--- config.mk ---
export PLATFORM = sky130hd
export DESIGN_NAME = cramer_rule_solver_core
export DESIGN_NICKNAME = d
export VERILOG_FILES = /design/src/design/crs_pkg.sv /design/src/design/crs_front.sv /design/src/design/crs_divider.sv /design/src/design/crs_back.sv /design/src/design/cramer_rule_solver_core.sv
export SDC_FILE = /design/constraint.sdc
export NUM_CORES = 2
export LEC_CHECK = 0
export CORE_ASPECT_RATIO = 0.7
export CORE_MARGIN = 1.5
export CORE_UTILIZATION = 60
export CTS_CLUSTER_SIZE = 16
export DETAILED_ROUTE_END_ITERATION = 10
export DONT_BUFFER_PORTS = 1
export PLACE_DENSITY_LB_ADDON = 0.12
export SYNTH_ARGS = -nofsm -noshare
export SYNTH_HDL_FRONTEND = slang
export SYNTH_SLANG_ARGS = --single-unit
--- constraint.sdc ---
create_clock -name clk -period 31.4 [get_ports clk]
set_input_delay 4.71 -clock clk [delete_from_list [all_inputs] [get_ports clk]]
set_output_delay 4.71 -clock clk [all_outputs]
set_load 0.05 [all_outputs]
--- src/design/crs_pkg.sv ---
`timescale 1ns / 1ps
`default_nettype none
package crs_pkg;
  localparam int COEF_WIDTH_DEF = 16;
  localparam int SOL_WIDTH      = 32;
  localparam int THR_WIDTH      = 32;
  localparam int ORDER_WIDTH    = 2;
  localparam int FRAC_BITS      = 16;
  localparam logic [0:0] REG_ORDER = 1'b0;
  localparam logic [0:0] REG_THR   = 1'b1;

  // Job handed from the row collector to the solver.
  typedef struct packed {
    logic three;
  } job_ctl_t;
endpackage
`default_nettype wire

--- src/design/crs_front.sv ---
`timescale 1ns / 1ps
`default_nettype none
// Row collector: stores rows, emits a solve job when a system is complete.
module crs_front #(
  parameter int CW = crs_pkg::COEF_WIDTH_DEF
) (
  input  wire                            clk,
  input  wire                            rst_n,
  input  wire                            in_fire,
  input  wire  [4*CW-1:0]                in_row,
  input  wire  [crs_pkg::ORDER_WIDTH-1:0] order,
  output logic                           job_valid,
  input  wire                            job_ready,
  output crs_pkg::job_ctl_t              job_ctl,
  output logic [12*CW-1:0]               job_rows,
  output logic                           front_ready
);
  logic [4*CW-1:0] rows_r [3];
  logic [1:0] cnt_r, cnt_nxt, ridx;
  logic       jv_r, jv_nxt, last, three;
  crs_pkg::job_ctl_t jc_r;

  assign three = (order == 2'd3);
  assign ridx  = (cnt_r > 2'd2) ? 2'd2 : cnt_r;
  assign last  = three ? (ridx == 2'd2) : (ridx >= 2'd1);
  // While a job waits unclaimed the row store is frozen.
  assign front_ready = !jv_r;

  always_comb begin
    cnt_nxt = cnt_r;
    jv_nxt  = jv_r;
    if (jv_r && job_ready) jv_nxt = 1'b0;
    if (in_fire) begin
      if (last) begin
        cnt_nxt = 2'd0;
        jv_nxt  = 1'b1;
      end else begin
        cnt_nxt = ridx + 2'd1;
      end
    end
  end

  always_ff @(posedge clk) begin
    if (!rst_n) begin
      cnt_r <= 2'd0;
      jv_r  <= 1'b0;
    end else begin
      cnt_r <= cnt_nxt;
      jv_r  <= jv_nxt;
    end
    if (in_fire) begin
      rows_r[ridx] <= in_row;
      if (last) jc_r.three <= three;
    end
  end

  assign job_valid = jv_r;
  assign job_ctl   = jc_r;
  assign job_rows  = {rows_r[2], rows_r[1], rows_r[0]};
endmodule
`default_nettype wire

--- src/design/crs_divider.sv ---
`timescale 1ns / 1ps
`default_nettype none
// Restoring divider, one quotient bit per cycle, magnitude only.
module crs_divider #(
  parameter int NW = 72,
  parameter int QW = 34
) (
  input  wire            clk,
  input  wire            rst_n,
  input  wire            start,
  input  wire  [NW-1:0]  num,
  input  wire  [NW-1:0]  den,
  output logic           busy,
  output logic [QW-1:0]  quo,
  output logic           big
);
  localparam int CNTW = $clog2(NW + 1);
  logic [NW-1:0]   rem_r, num_r, den_r;
  logic [QW-1:0]   q_r;
  logic            big_r;
  logic [CNTW-1:0] cnt_r;
  logic            busy_r;
  logic [NW:0]     sh, diff;

  assign sh   = {rem_r, num_r[NW-1]};
  assign diff = sh - {1'b0, den_r};

  always_ff @(posedge clk) begin
    if (!rst_n) begin
      busy_r <= 1'b0;
    end else if (start) begin
      busy_r <= 1'b1;
    end else if (busy_r && cnt_r == CNTW'(1)) begin
      busy_r <= 1'b0;
    end
    if (start) begin
      rem_r <= '0;
      num_r <= num;
      den_r <= den;
      q_r   <= '0;
      big_r <= 1'b0;
      cnt_r <= CNTW'(NW);
    end else if (busy_r) begin
      num_r <= num_r << 1;
      cnt_r <= cnt_r - CNTW'(1);
      big_r <= big_r | q_r[QW-1];
      if (!diff[NW]) begin
        rem_r <= diff[NW-1:0];
        q_r   <= {q_r[QW-2:0], 1'b1};
      end else begin
        rem_r <= sh[NW-1:0];
        q_r   <= {q_r[QW-2:0], 1'b0};
      end
    end
  end

  assign busy = busy_r;
  assign quo  = q_r;
  assign big  = big_r;
endmodule
`default_nettype wire

--- src/design/crs_back.sv ---
`timescale 1ns / 1ps
`default_nettype none
// Solver: sequences determinant minors and products, then divides.
module crs_back #(
  parameter int CW = crs_pkg::COEF_WIDTH_DEF
) (
  input  wire                            clk,
  input  wire                            rst_n,
  input  wire                            job_valid,
  output logic                           job_ready,
  input  crs_pkg::job_ctl_t              job_ctl,
  input  wire  [12*CW-1:0]               job_rows,
  input  wire  [crs_pkg::THR_WIDTH-1:0]  thr,
  output logic                           res_valid,
  input  wire                            res_ready,
  output logic [3*crs_pkg::SOL_WIDTH+1:0] res_data
);
  localparam int PW = 2*CW + 1;         // 2x2 minor
  localparam int DW = 3*CW + 4;         // 3x3 determinant
  localparam int NW = DW + crs_pkg::FRAC_BITS;
  localparam int SW = crs_pkg::SOL_WIDTH;

  localparam logic [2:0] S_IDLE = 3'd0, S_MIN = 3'd1, S_DET = 3'd2,
                         S_CHK = 3'd3, S_DIV = 3'd4, S_WAIT = 3'd5, S_OUT = 3'd6;

  logic [2:0] st_r;
  logic [1:0] rep_r;     // 3 = no replacement
  logic [1:0] ph_r;      // term index
  logic       three_r;
  logic [12*CW-1:0] rows_r;
  logic signed [PW-1:0] minor_r;
  logic signed [DW-1:0] acc_r, d_r;
  logic signed [DW-1:0] dj_r [3];
  logic [SW-1:0] sol_r [3];
  logic sing_r, ovf_r;
  logic [1:0] k_r;
  logic rv_r;

  function automatic logic signed [CW-1:0] el(input logic [12*CW-1:0] rw,
      input logic [1:0] r, input logic [1:0] c, input logic [1:0] rep);
    logic [1:0] cc;
    cc = (c == rep) ? 2'd3 : c;
    return rw[(4*r + cc)*CW +: CW];
  endfunction

  // term p of 3x3: a0p * minor(p) with sign; 2x2: terms are two products.
  logic signed [CW-1:0] ma, mb, mc, md, top;
  logic [1:0] c1, c2;
  always_comb begin
    c1 = (ph_r == 2'd0) ? 2'd1 : 2'd0;
    c2 = (ph_r == 2'd2) ? 2'd1 : 2'd2;
    ma = el(rows_r, 2'd1, c1, rep_r);
    mb = el(rows_r, 2'd2, c2, rep_r);
    mc = el(rows_r, 2'd1, c2, rep_r);
    md = el(rows_r, 2'd2, c1, rep_r);
    top = el(rows_r, 2'd0, ph_r, rep_r);
    if (!three_r) begin
      ma = el(rows_r, 2'd0, 2'd0, rep_r);
      mb = el(rows_r, 2'd1, 2'd1, rep_r);
      mc = el(rows_r, 2'd0, 2'd1, rep_r);
      md = el(rows_r, 2'd1, 2'd0, rep_r);
    end
  end

  logic signed [PW-1:0] minor_c;
  logic signed [DW-1:0] prod_c;
  assign minor_c = PW'(ma * mb) - PW'(mc * md);
  assign prod_c  = DW'(top * minor_r);

  logic [DW-1:0] ad;
  assign ad = d_r[DW-1] ? DW'(-d_r) : DW'(d_r);

  logic signed [DW-1:0] djs;
  logic [DW-1:0] adj;
  logic [NW-1:0] dnum, dden;
  logic          dstart, dbusy, dbig;
  logic [SW+1:0] dq;
  assign djs  = dj_r[k_r];
  assign adj  = djs[DW-1] ? DW'(-djs) : DW'(djs);
  assign dnum = {adj, {crs_pkg::FRAC_BITS{1'b0}}};
  assign dden = NW'(ad);
  assign dstart = (st_r == S_DIV);

  crs_divider #(.NW(NW), .QW(SW + 2)) u_div (
    .clk(clk), .rst_n(rst_n), .start(dstart), .num(dnum), .den(dden),
    .busy(dbusy), .quo(dq), .big(dbig)
  );

  logic neg;
  logic [SW-1:0] qs;
  logic qo;
  assign neg = djs[DW-1] ^ d_r[DW-1];
  always_comb begin
    qo = 1'b0;
    if (neg) begin
      if (dbig || dq > (SW+2)'(33'h080000000)) begin
        qo = 1'b1; qs = {1'b1, {(SW-1){1'b0}}};
      end else qs = SW'(-dq);
    end else begin
      if (dbig || dq > (SW+2)'(33'h07FFFFFFF)) begin
        qo = 1'b1; qs = {1'b0, {(SW-1){1'b1}}};
      end else qs = dq[SW-1:0];
    end
  end

  logic [1:0] nlast;
  assign nlast = three_r ? 2'd2 : 2'd1;

  always_ff @(posedge clk) begin
    if (!rst_n) begin
      st_r <= S_IDLE;
      rv_r <= 1'b0;
    end else begin
      if (rv_r && res_ready && st_r != S_OUT) rv_r <= 1'b0;
      case (st_r)
        S_IDLE: if (job_valid) begin
          rows_r <= job_rows; three_r <= job_ctl.three;
          rep_r <= 2'd3; ph_r <= 2'd0; acc_r <= '0;
          st_r <= S_MIN;
        end
        S_MIN: begin
          minor_r <= minor_c;
          if (!three_r) begin
            acc_r <= DW'(minor_c);
            ph_r  <= 2'd2;
            st_r  <= S_DET;
          end else st_r <= S_DET;
        end
        S_DET: begin
          logic signed [DW-1:0] a;
          a = three_r ? ((ph_r == 2'd1) ? acc_r - prod_c : acc_r + prod_c) : acc_r;
          if (ph_r == 2'd2 || !three_r) begin
            if (rep_r == 2'd3) d_r <= a; else dj_r[rep_r] <= a;
            ph_r <= 2'd0; acc_r <= '0;
            if (rep_r == nlast) st_r <= S_CHK;
            else begin
              rep_r <= (rep_r == 2'd3) ? 2'd0 : rep_r + 2'd1;
              st_r <= S_MIN;
            end
          end else begin
            acc_r <= a; ph_r <= ph_r + 2'd1; st_r <= S_MIN;
          end
        end
        S_CHK: begin
          sol_r[0] <= '0; sol_r[1] <= '0; sol_r[2] <= '0;
          ovf_r <= 1'b0; k_r <= 2'd0;
          if (ad == '0 || (ad[DW-1:crs_pkg::THR_WIDTH] == '0 &&
              ad[crs_pkg::THR_WIDTH-1:0] < thr)) begin
            sing_r <= 1'b1; st_r <= S_OUT;
          end else begin
            sing_r <= 1'b0; st_r <= S_DIV;
          end
        end
        S_DIV: st_r <= S_WAIT;
        S_WAIT: if (!dbusy) begin
          sol_r[k_r] <= qs; ovf_r <= ovf_r | qo;
          if (k_r == nlast) st_r <= S_OUT;
          else begin k_r <= k_r + 2'd1; st_r <= S_DIV; end
        end
        S_OUT: if (!rv_r || res_ready) begin
          rv_r <= 1'b1;
          res_data <= {ovf_r, sing_r, sol_r[2], sol_r[1], sol_r[0]};
          st_r <= S_IDLE;
        end
        default: st_r <= S_IDLE;
      endcase
    end
  end

  assign job_ready = (st_r == S_IDLE);
  assign res_valid = rv_r;
endmodule
`default_nettype wire

--- src/design/cramer_rule_solver_core.sv ---
`timescale 1ns / 1ps
`default_nettype none
// Cramer's rule solver for 2x2 / 3x3 systems.
// in_ channel: one transfer per row; tdata = {rhs, coef_2, coef_1, coef_0},
//   coef_0 in the low bits, each COEF_WIDTH signed.
// out_ channel: one transfer per completed system; tdata holds sol_0, sol_1,
//   sol_2 (Q16.16) then singular and overflow, padded to 104 bits.
// cfg_: write enable, index (0 order, 1 singular_threshold), data.
// Write config only while idle.
// Each row is registered as it is accepted. A completed system goes to the
// solver through a one-entry job register; the solver steps through the
// minors and terms of each determinant in sequence and solves each unknown
// on one bit-serial divider.
// New rows are accepted while the solver works until the next system is full.
// A stalled out_tready holds the result; the solver then waits in its output
// step. Synchronous active-low reset clears row count, order=3, threshold=1.
module cramer_rule_solver_core #(
  parameter int COEF_WIDTH = crs_pkg::COEF_WIDTH_DEF
) (
  input  wire                clk,
  input  wire                rst_n,
  input  wire                in_tvalid,
  output logic               in_tready,
  input  wire  [4*COEF_WIDTH-1:0] in_tdata,  // coef_0, coef_1, coef_2, rhs
  output logic               out_tvalid,
  input  wire                out_tready,
  output logic [103:0]       out_tdata,  // sol_0, sol_1, sol_2, singular, overflow
  input  wire                cfg_we,
  input  wire  [0:0]         cfg_index,
  input  wire  [31:0]        cfg_data
);
  logic [crs_pkg::ORDER_WIDTH-1:0] order_r;
  logic [crs_pkg::THR_WIDTH-1:0]   thr_r;

  always_ff @(posedge clk) begin
    if (!rst_n) begin
      order_r <= 2'd3;
      thr_r   <= 32'd1;
    end else if (cfg_we) begin
      case (cfg_index)
        crs_pkg::REG_ORDER: order_r <= cfg_data[1:0];
        crs_pkg::REG_THR:   thr_r   <= cfg_data;
        default: ;
      endcase
    end
  end

  logic jv, jr, fr;
  crs_pkg::job_ctl_t jc;
  logic [12*COEF_WIDTH-1:0] jrows;
  logic [3*crs_pkg::SOL_WIDTH+1:0] rd;

  assign in_tready = fr;

  crs_front #(.CW(COEF_WIDTH)) u_front (
    .clk(clk), .rst_n(rst_n), .in_fire(in_tvalid && fr), .in_row(in_tdata),
    .order(order_r), .job_valid(jv), .job_ready(jr), .job_ctl(jc),
    .job_rows(jrows), .front_ready(fr)
  );

  crs_back #(.CW(COEF_WIDTH)) u_back (
    .clk(clk), .rst_n(rst_n), .job_valid(jv), .job_ready(jr), .job_ctl(jc),
    .job_rows(jrows), .thr(thr_r), .res_valid(out_tvalid), .res_ready(out_tready),
    .res_data(rd)
  );

  assign out_tdata = {6'd0, rd};
endmodule
`default_nettype wire

# ---- Word-level counts from Yosys, hierarchy flattened
# Memory sizes are Yosys's and may differ from the RTL's. A register that Yosys moved wholly into a read port is not among the register bits.
# Index checks and enable logic that the tools add are counted.
# W data, S select, Z words.
dict set report totals {
  register_bits 501
  latch_bits 0
  ramBits 444
  romBits 0
  wordCells 212
  memories 3
}
# name depth width rd rd_clocked_by_memory_dff wr line
set mem_list {}
lappend mem_list {u_front.rows_r 3 64 3 3 1 crs_front.sv:18} ;# logic [4*CW-1:0] rows_r [3];
lappend mem_list {u_back.dj_r 3 52 1 1 1 crs_back.sv:33} ;# logic signed [DW-1:0] dj_r [3];
lappend mem_list {u_back.sol_r 3 32 3 3 3 crs_back.sv:34} ;# logic [SW-1:0] sol_r [3];
dict set report op_classes {
  addsub 18
  mul 3
  div 0
  magnitude_cmp 5
  n_eq_ne 26
  shift 9
  muxes 82
  bitwise 4
  n_reduce_logical 38
}
# cell n
set op_table {}
lappend op_table {{$shiftx A192 B33 Y16} 6}
lappend op_table {{$shiftx A192 B7 Y16} 3}
lappend op_table {{$mux W52} 7}
lappend op_table {{$mux W68} 3}
lappend op_table {{$pmux W52 S3} 1}
lappend op_table {{$mux W32} 4}
lappend op_table {{$neg A52 Y52} 2}
lappend op_table {{$sub A69 B52 Y69} 1}
lappend op_table {{$mul A16 B16 Y32} 2}
lappend op_table {{$mux W16} 4}
lappend op_table {{$add A52 B52 Y52} 1}
lappend op_table {{$logic_not A52 Y1} 1}
lappend op_table {{$sub A52 B52 Y52} 1}
lappend op_table {{$mul A16 B33 Y49} 1}
lappend op_table {{$mux W2} 24}
lappend op_table {{$gt A34 B31 Y1 const B} 1}
lappend op_table {{$gt A34 B32 Y1 const B} 1}
lappend op_table {{$sub A33 B33 Y33} 1}
lappend op_table {{$lt A32 B32 Y1} 1}
lappend op_table {{$neg A32 Y32} 1}
lappend op_table {{$reduce_or A32 Y1} 1}
lappend op_table {{$mux W1} 31}
lappend op_table {{$pmux W3 S7} 1}
lappend op_table {{$logic_not A20 Y1} 1}
lappend op_table {{35 further kinds} 85}

# ---- Longest topological paths before layout
dict set report logic_depth {
  depth_word 11
  mapped_depth 51
  ltp_nobuf 45
}

# ---- Modules after synthesis
# From an unflattened synthesis, not the netlist that was laid out.
dict set report hier_totals {
  cells_unflattened 8963
  hier_area_um2 94752.1
}
# mod instances cells_per_inst area_each_um2
set modules_own_cells {}
lappend modules_own_cells {crs_back 1 7151 73374.1}
lappend modules_own_cells {crs_divider 1 1434 13887.1}
lappend modules_own_cells {crs_front 1 214 5979.5}
lappend modules_own_cells {cramer_rule_solver_core 1 164 1511.4}

# ---- Least setup slack after synthesis
# No wires, ideal clock.
dict set report synth_timing {
  path_kind {register to register}
  start {reg u_back.rep_r[0]}
  end {reg u_back.d_r[50] (data pin)}
  setup_time_ns 0.266
  t_arrival_ns 11.736
  path_slack_ns 19.398
  stages_incl_launch_ff 49
  path_buffers 5
  cell_sequence {edfxtp_1 clkbuf_1 xor2_1 o21ai_1 and2_0 clkbuf_1 clkbuf_1 a22oi_1 o21ai_1 clkbuf_1 nand2_1 fa_1 inv_1 fa_1 inv_1 fa_1 inv_1 fa_1 [... 13 more ...] and3_1 and3_1 and2_1 a21oi_1 xnor2_1 ha_1 a21oi_1 o21ai_0 a21o_1 a21o_1 a21oi_1 o21bai_1 a221o_1 a31oi_1 nor3b_1 o31ai_1 xnor2_1 mux2_2}
}
dict set report synth_between {
  elab_chain_len 7
  elab_cells_between_ends 8
}
# element line
set synth_lines {}
lappend synth_lines {{from (decl)} crs_back.sv:27} ;# logic [1:0] rep_r;
lappend synth_lines {{from (signal assigned)} crs_back.sv:137} ;# rep_r <= (rep_r == 2'd3) ? 2'd0 : rep_r + 2'd1;
lappend synth_lines {{$eq A2 B2 Y1 *} crs_back.sv:42} ;# cc = (c == rep) ? 2'd3 : c;
lappend synth_lines {{$mux W2 *} crs_back.sv:42}
lappend synth_lines {{$shiftx A192 B7 Y16 *} crs_back.sv:43} ;# return rw[(4*r + cc)*CW +: CW];
lappend synth_lines {{$mul A16 B33 Y49 *} crs_back.sv:68} ;# assign prod_c = DW'(top * minor_r);
lappend synth_lines {{$add A52 B52 Y52 / $sub A52 B52 Y52 (equally long branches)} crs_back.sv:131} ;# a = three_r ? ((ph_r == 2'd1) ? acc_r - prod_c : acc_r + prod_c) : acc_r;
lappend synth_lines {{$mux W52 * (2 in series)} crs_back.sv:131}
lappend synth_lines {{to (signal assigned)} crs_back.sv:133} ;# if (rep_r == 2'd3) d_r <= a; else dj_r[rep_r] <= a;
lappend synth_lines {{to (decl)} crs_back.sv:32} ;# logic signed [DW-1:0] acc_r, d_r;
# Mark *: on every way between the ends. The rest lies on a longest branch, timed or not.
# A chain may end at the register's enable or synchronous reset.

# ---- Final worst setup path
dict set report layout_timing {
  start {reg u_back.rep_r[0]}
  end {mem u_back.dj_r[0][51] in the netlist's numbering (data pin)}
}
dict set report layout_between {
  elab_chain_len 7
  elab_cells_between_ends 8
}
# element line
set layout_lines {}
lappend layout_lines {{$eq A2 B2 Y1 *} crs_back.sv:42}
lappend layout_lines {{$mux W2 *} crs_back.sv:42}
lappend layout_lines {{$shiftx A192 B7 Y16 *} crs_back.sv:43}
lappend layout_lines {{$mul A16 B33 Y49 *} crs_back.sv:68}
lappend layout_lines {{$add A52 B52 Y52 / $sub A52 B52 Y52 (equally long branches)} crs_back.sv:131}
lappend layout_lines {{$mux W52 * (2 in series)} crs_back.sv:131}
lappend layout_lines {{to (decl)} crs_back.sv:33}
# Marks and branches as above.

==> metrics.yaml <==
clkTransAtPathRegs_ps: 80
clock_tree_from_tritoncts: "built"
r2r_slack_ps: 17620
synthXorXnorAreaFrac_pct: 3.80
cp_max_fo: 33
arrival_ps: 14330
routed_via_density: 5.99
fin_worst_skew_ps: 59.7
cp_slowest_stage_delay_ps: 630
hold_buffers: 0
design.final.nets: 10448
r2r_end: "u_back.dj_r[0][51]"
dpl.hpwl_mm: 193
clock_tree.root_cell: "clkbuf_16"
grt_max_degree: 120
synth_area_per_cell_sq_um: 10.3
postCtsSetupBuffers: 0
drive_above_1_share_pct: 4.80
worstRegToRegCells: 42
final_cell_mix: "1340 x inv_1, 1066 x nand2_1, 1027 x fa_1"
finalHoldViolations: 0
antenna_violations_before_repair: 7
drt-pass1-iter-count: 6
clk_path_buf_depth: 3
synth-simple-area-share_pct: 12.2
finalSetupViolCount: 0
core.rowCount: 120
die_area_sq_um: 157000
yosys_warnings: 0
cts_inserted_buffers: 106
floorplan.initialDensity_pct: 60.5
worst_skew_pair.late_latency_ps: 780
finalHoldWorstSlack_ps: 394
drv.max_cap_violation_count: 0
worst_slew_margin_relative_to_its_limit_pct: 12.2
most_common_cell_after_layout_fill_and_taps_aside: "inv_1"
final.period_utilization_pct: 43.9
tightestPinTransition_ps: 1300
cell_type_with_the_largest_total_area_after_synthesis: "edfxtp_1"
groute.usage.overall_pct: 32.3
critPathLaunch: "u_back.rep_r[0]"
chip_width_um: 472
htree_levels: 3
detail_route.wirelength_mm: 250
report.final.slew_viol_count: 0
run_status: "finished, final reports clean"
synth_compound_area_share_pct: 9.98
startpoint_kind_of_the_worst_setup_timing_path: "flop"
layout-area-overhead-vs-synth_pct: 6.36
critPathRequiredTime_ps: 31950
async_flop_share_pct: 0
global_route.overflow_total: 0
global_route_wire_length_before_repair_mm: 388
die_height_um: 332
critPathCaptureType: "flop"
ys_seq_area_share_pct: 35.3
timing.setup.critical_path_class: "reg -> reg"
drtAntennaViolNets: 0
fp.coreArea_sq_um: 153000
post_synth_num_cell_types: 86
port_buffers: 0
synth_mux_area_share_pct: 3.29
count_of_vias_placed_by_the_detailed_router: 65752
combined_area_of_the_multi_input_logic_cells_sq_um: 53700
endpoint: "u_back.dj_r[0][51]"
clock_sinks: 1139
io-pin-count: 208
post_cts.resized_instances: 0
first_global_vias: 65146
type_of_the_most_critical_hold_path: "reg -> reg"
synth_fa_ha_area_share_pct: 28.5
finalSetupTns_ps: 0
largest_family_of_logic_cells_by_synthesized_area: "adder cells"
netlist.area_leader.share_pct: 32.0
gp_congestion: 0.962
yosys_register_bits: 1139
drt_iter0_markers: 7485
fin_crit_ps: 13780
most_used_cell_along_the_critical_path: "fa_1"
drc: 0
n_fill_cell: 12188
reg2reg_from: "u_back.rep_r[0]"
register_area_sq_um: 32700
cp_slowest_cell: "nor4b_1"
synth_cells: 8983
synth_edf_count: 985
achievable-frequency_mhz: 72.6
post_synth_instance_area_sq_um: 92500
rsz0062_at_grt: "no"
synth_ff_type: "edfxtp_1"
synth.area.top_cells: "edfxtp_1 32%, fa_1 22%, ha_1 6.2%, inv_1 5.4%, nand2_1 4.3%"
avgRoutedWirePerCell_um: 22.7
==> worst min-delay path by stage <==
stage | depth (start not counted) | slack, ps | endpoint | startpoint
2_1_floorplan | 0 | 400 | out_tdata[0] | u_back.sol_r[0][0]
3_3_place_gp | 0 | 400 | u_back.rows_r[65] | u_front.rows_r[1][1]
3_5_place_dp | 0 | 400 | out_tdata[15] | u_back.sol_r[0][15]
4_1_cts | 0 | 400 | u_back.rows_r[98] | u_front.rows_r[1][34]
5_1_grt | 0 | 410 | u_back.rows_r[98] | u_front.rows_r[1][34]
6_report | 0 | 390 | u_back.rows_r[98] | u_front.rows_r[1][34]
==> critical path: cells and delay by family, from the launching register on <==
family,cells,cell delay [ps]
AOI/OAI and AO/OA,11,3090
xor gates and xnor gates,3,600
adders and majority gates,8,3960
buffers and inverters,6,1370
DFF,1,620
and+or+nand+nor,14,3820
==> state kept, by name, summed over array words and instances (netlist names), 3 cells and up, named ones only <==
register            cells
u_back.rows_r         192
u_front.rows_r        192
u_back.dj_r           156
out_tdata              96
u_back.sol_r           96
u_back.u_div.rem_r     68
u_back.acc_r           52
u_back.d_r             52
u_back.u_div.den_r     52
u_back.u_div.num_r     52
u_back.u_div.quo       34
u_back.minor_r         33
thr_r                  32
u_back.u_div.cnt_r      7
u_back.st_r             3
==> cell families (layout without fill, tap and decap cells) <==
logic type               Yosys count  in the layout
flip-flops                      1139           1139
buffers and inverters           1703           1665
other                              1             14
adder cells (fa/ha/maj)         1489           1489
AO/OA/AOI/OAI                   1491           1491
multiplexers                     299            299
AND/OR/NAND/NOR                 2460           2460
XOR/XNOR                         401            401
==> stage by stage <==
stage	std cells	utilization [%]	area, sq um	setup slack [ps]
finish	10971	64.3	98400	17620
global route	10966	64.3	98400	16970
CTS	10963	64.3	98400	18090
detailed placement	10762	62.0	94800	18130
global placement	10762	62.0	94800	18530
floorplan	8988	-	92500	19400
==> cell type report <==
| class | instances | area share (%) |
|---|---|---|
| clock inverters | 73 | 0.699 |
| inverters | 1342 | 5.12 |
| flip-flops and latches | 1139 | 33.2 |
| repair buffers | 122 | 0.944 |
| clock buffers | 128 | 2.88 |
| well taps | 2013 | 2.56 |
| multi-input cells | 6146 | 54.6 |
| diodes | 8 | 0.0203 |
==> metal layers <==
layer  track usage (%)  up-vias  share of wire (%)
li1                  -    29465                  -
met1              51.1    32880                 46
met2              44.6     3016                 40
met3              7.22      385                 11
met4              8.67        6                2.8
met5                 0        -              0.019
==> synth_stat cells (all sizes together) (27+ instances only) <==
| master | count |
|---|---|
| nor4 | 30 |
| nand2b | 56 |
| fa | 1027 |
| xor2 | 134 |
| xnor2 | 267 |
| a211oi | 43 |
| ha | 462 |
| a22o | 32 |
| dfxtp | 154 |
| edfxtp | 985 |
| nand2 | 1068 |
| nand4 | 28 |
| or3 | 47 |
| a21boi | 46 |
| o211ai | 27 |
| mux2i | 257 |
| o21a | 61 |
| nor2 | 569 |
| o31ai | 33 |
| inv | 1342 |
| buf | 36 |
| o21ai | 445 |
| and3 | 43 |
| nand3 | 70 |
| and2 | 256 |
| nor2b | 117 |
| clkbuf | 325 |
| a21oi | 432 |
| mux2 | 42 |
| a31oi | 32 |
| a21o | 149 |
| nor3 | 83 |
Power is not shown: default switching activity piles up to over one toggle a cycle in this logic, so the estimate is an artifact.
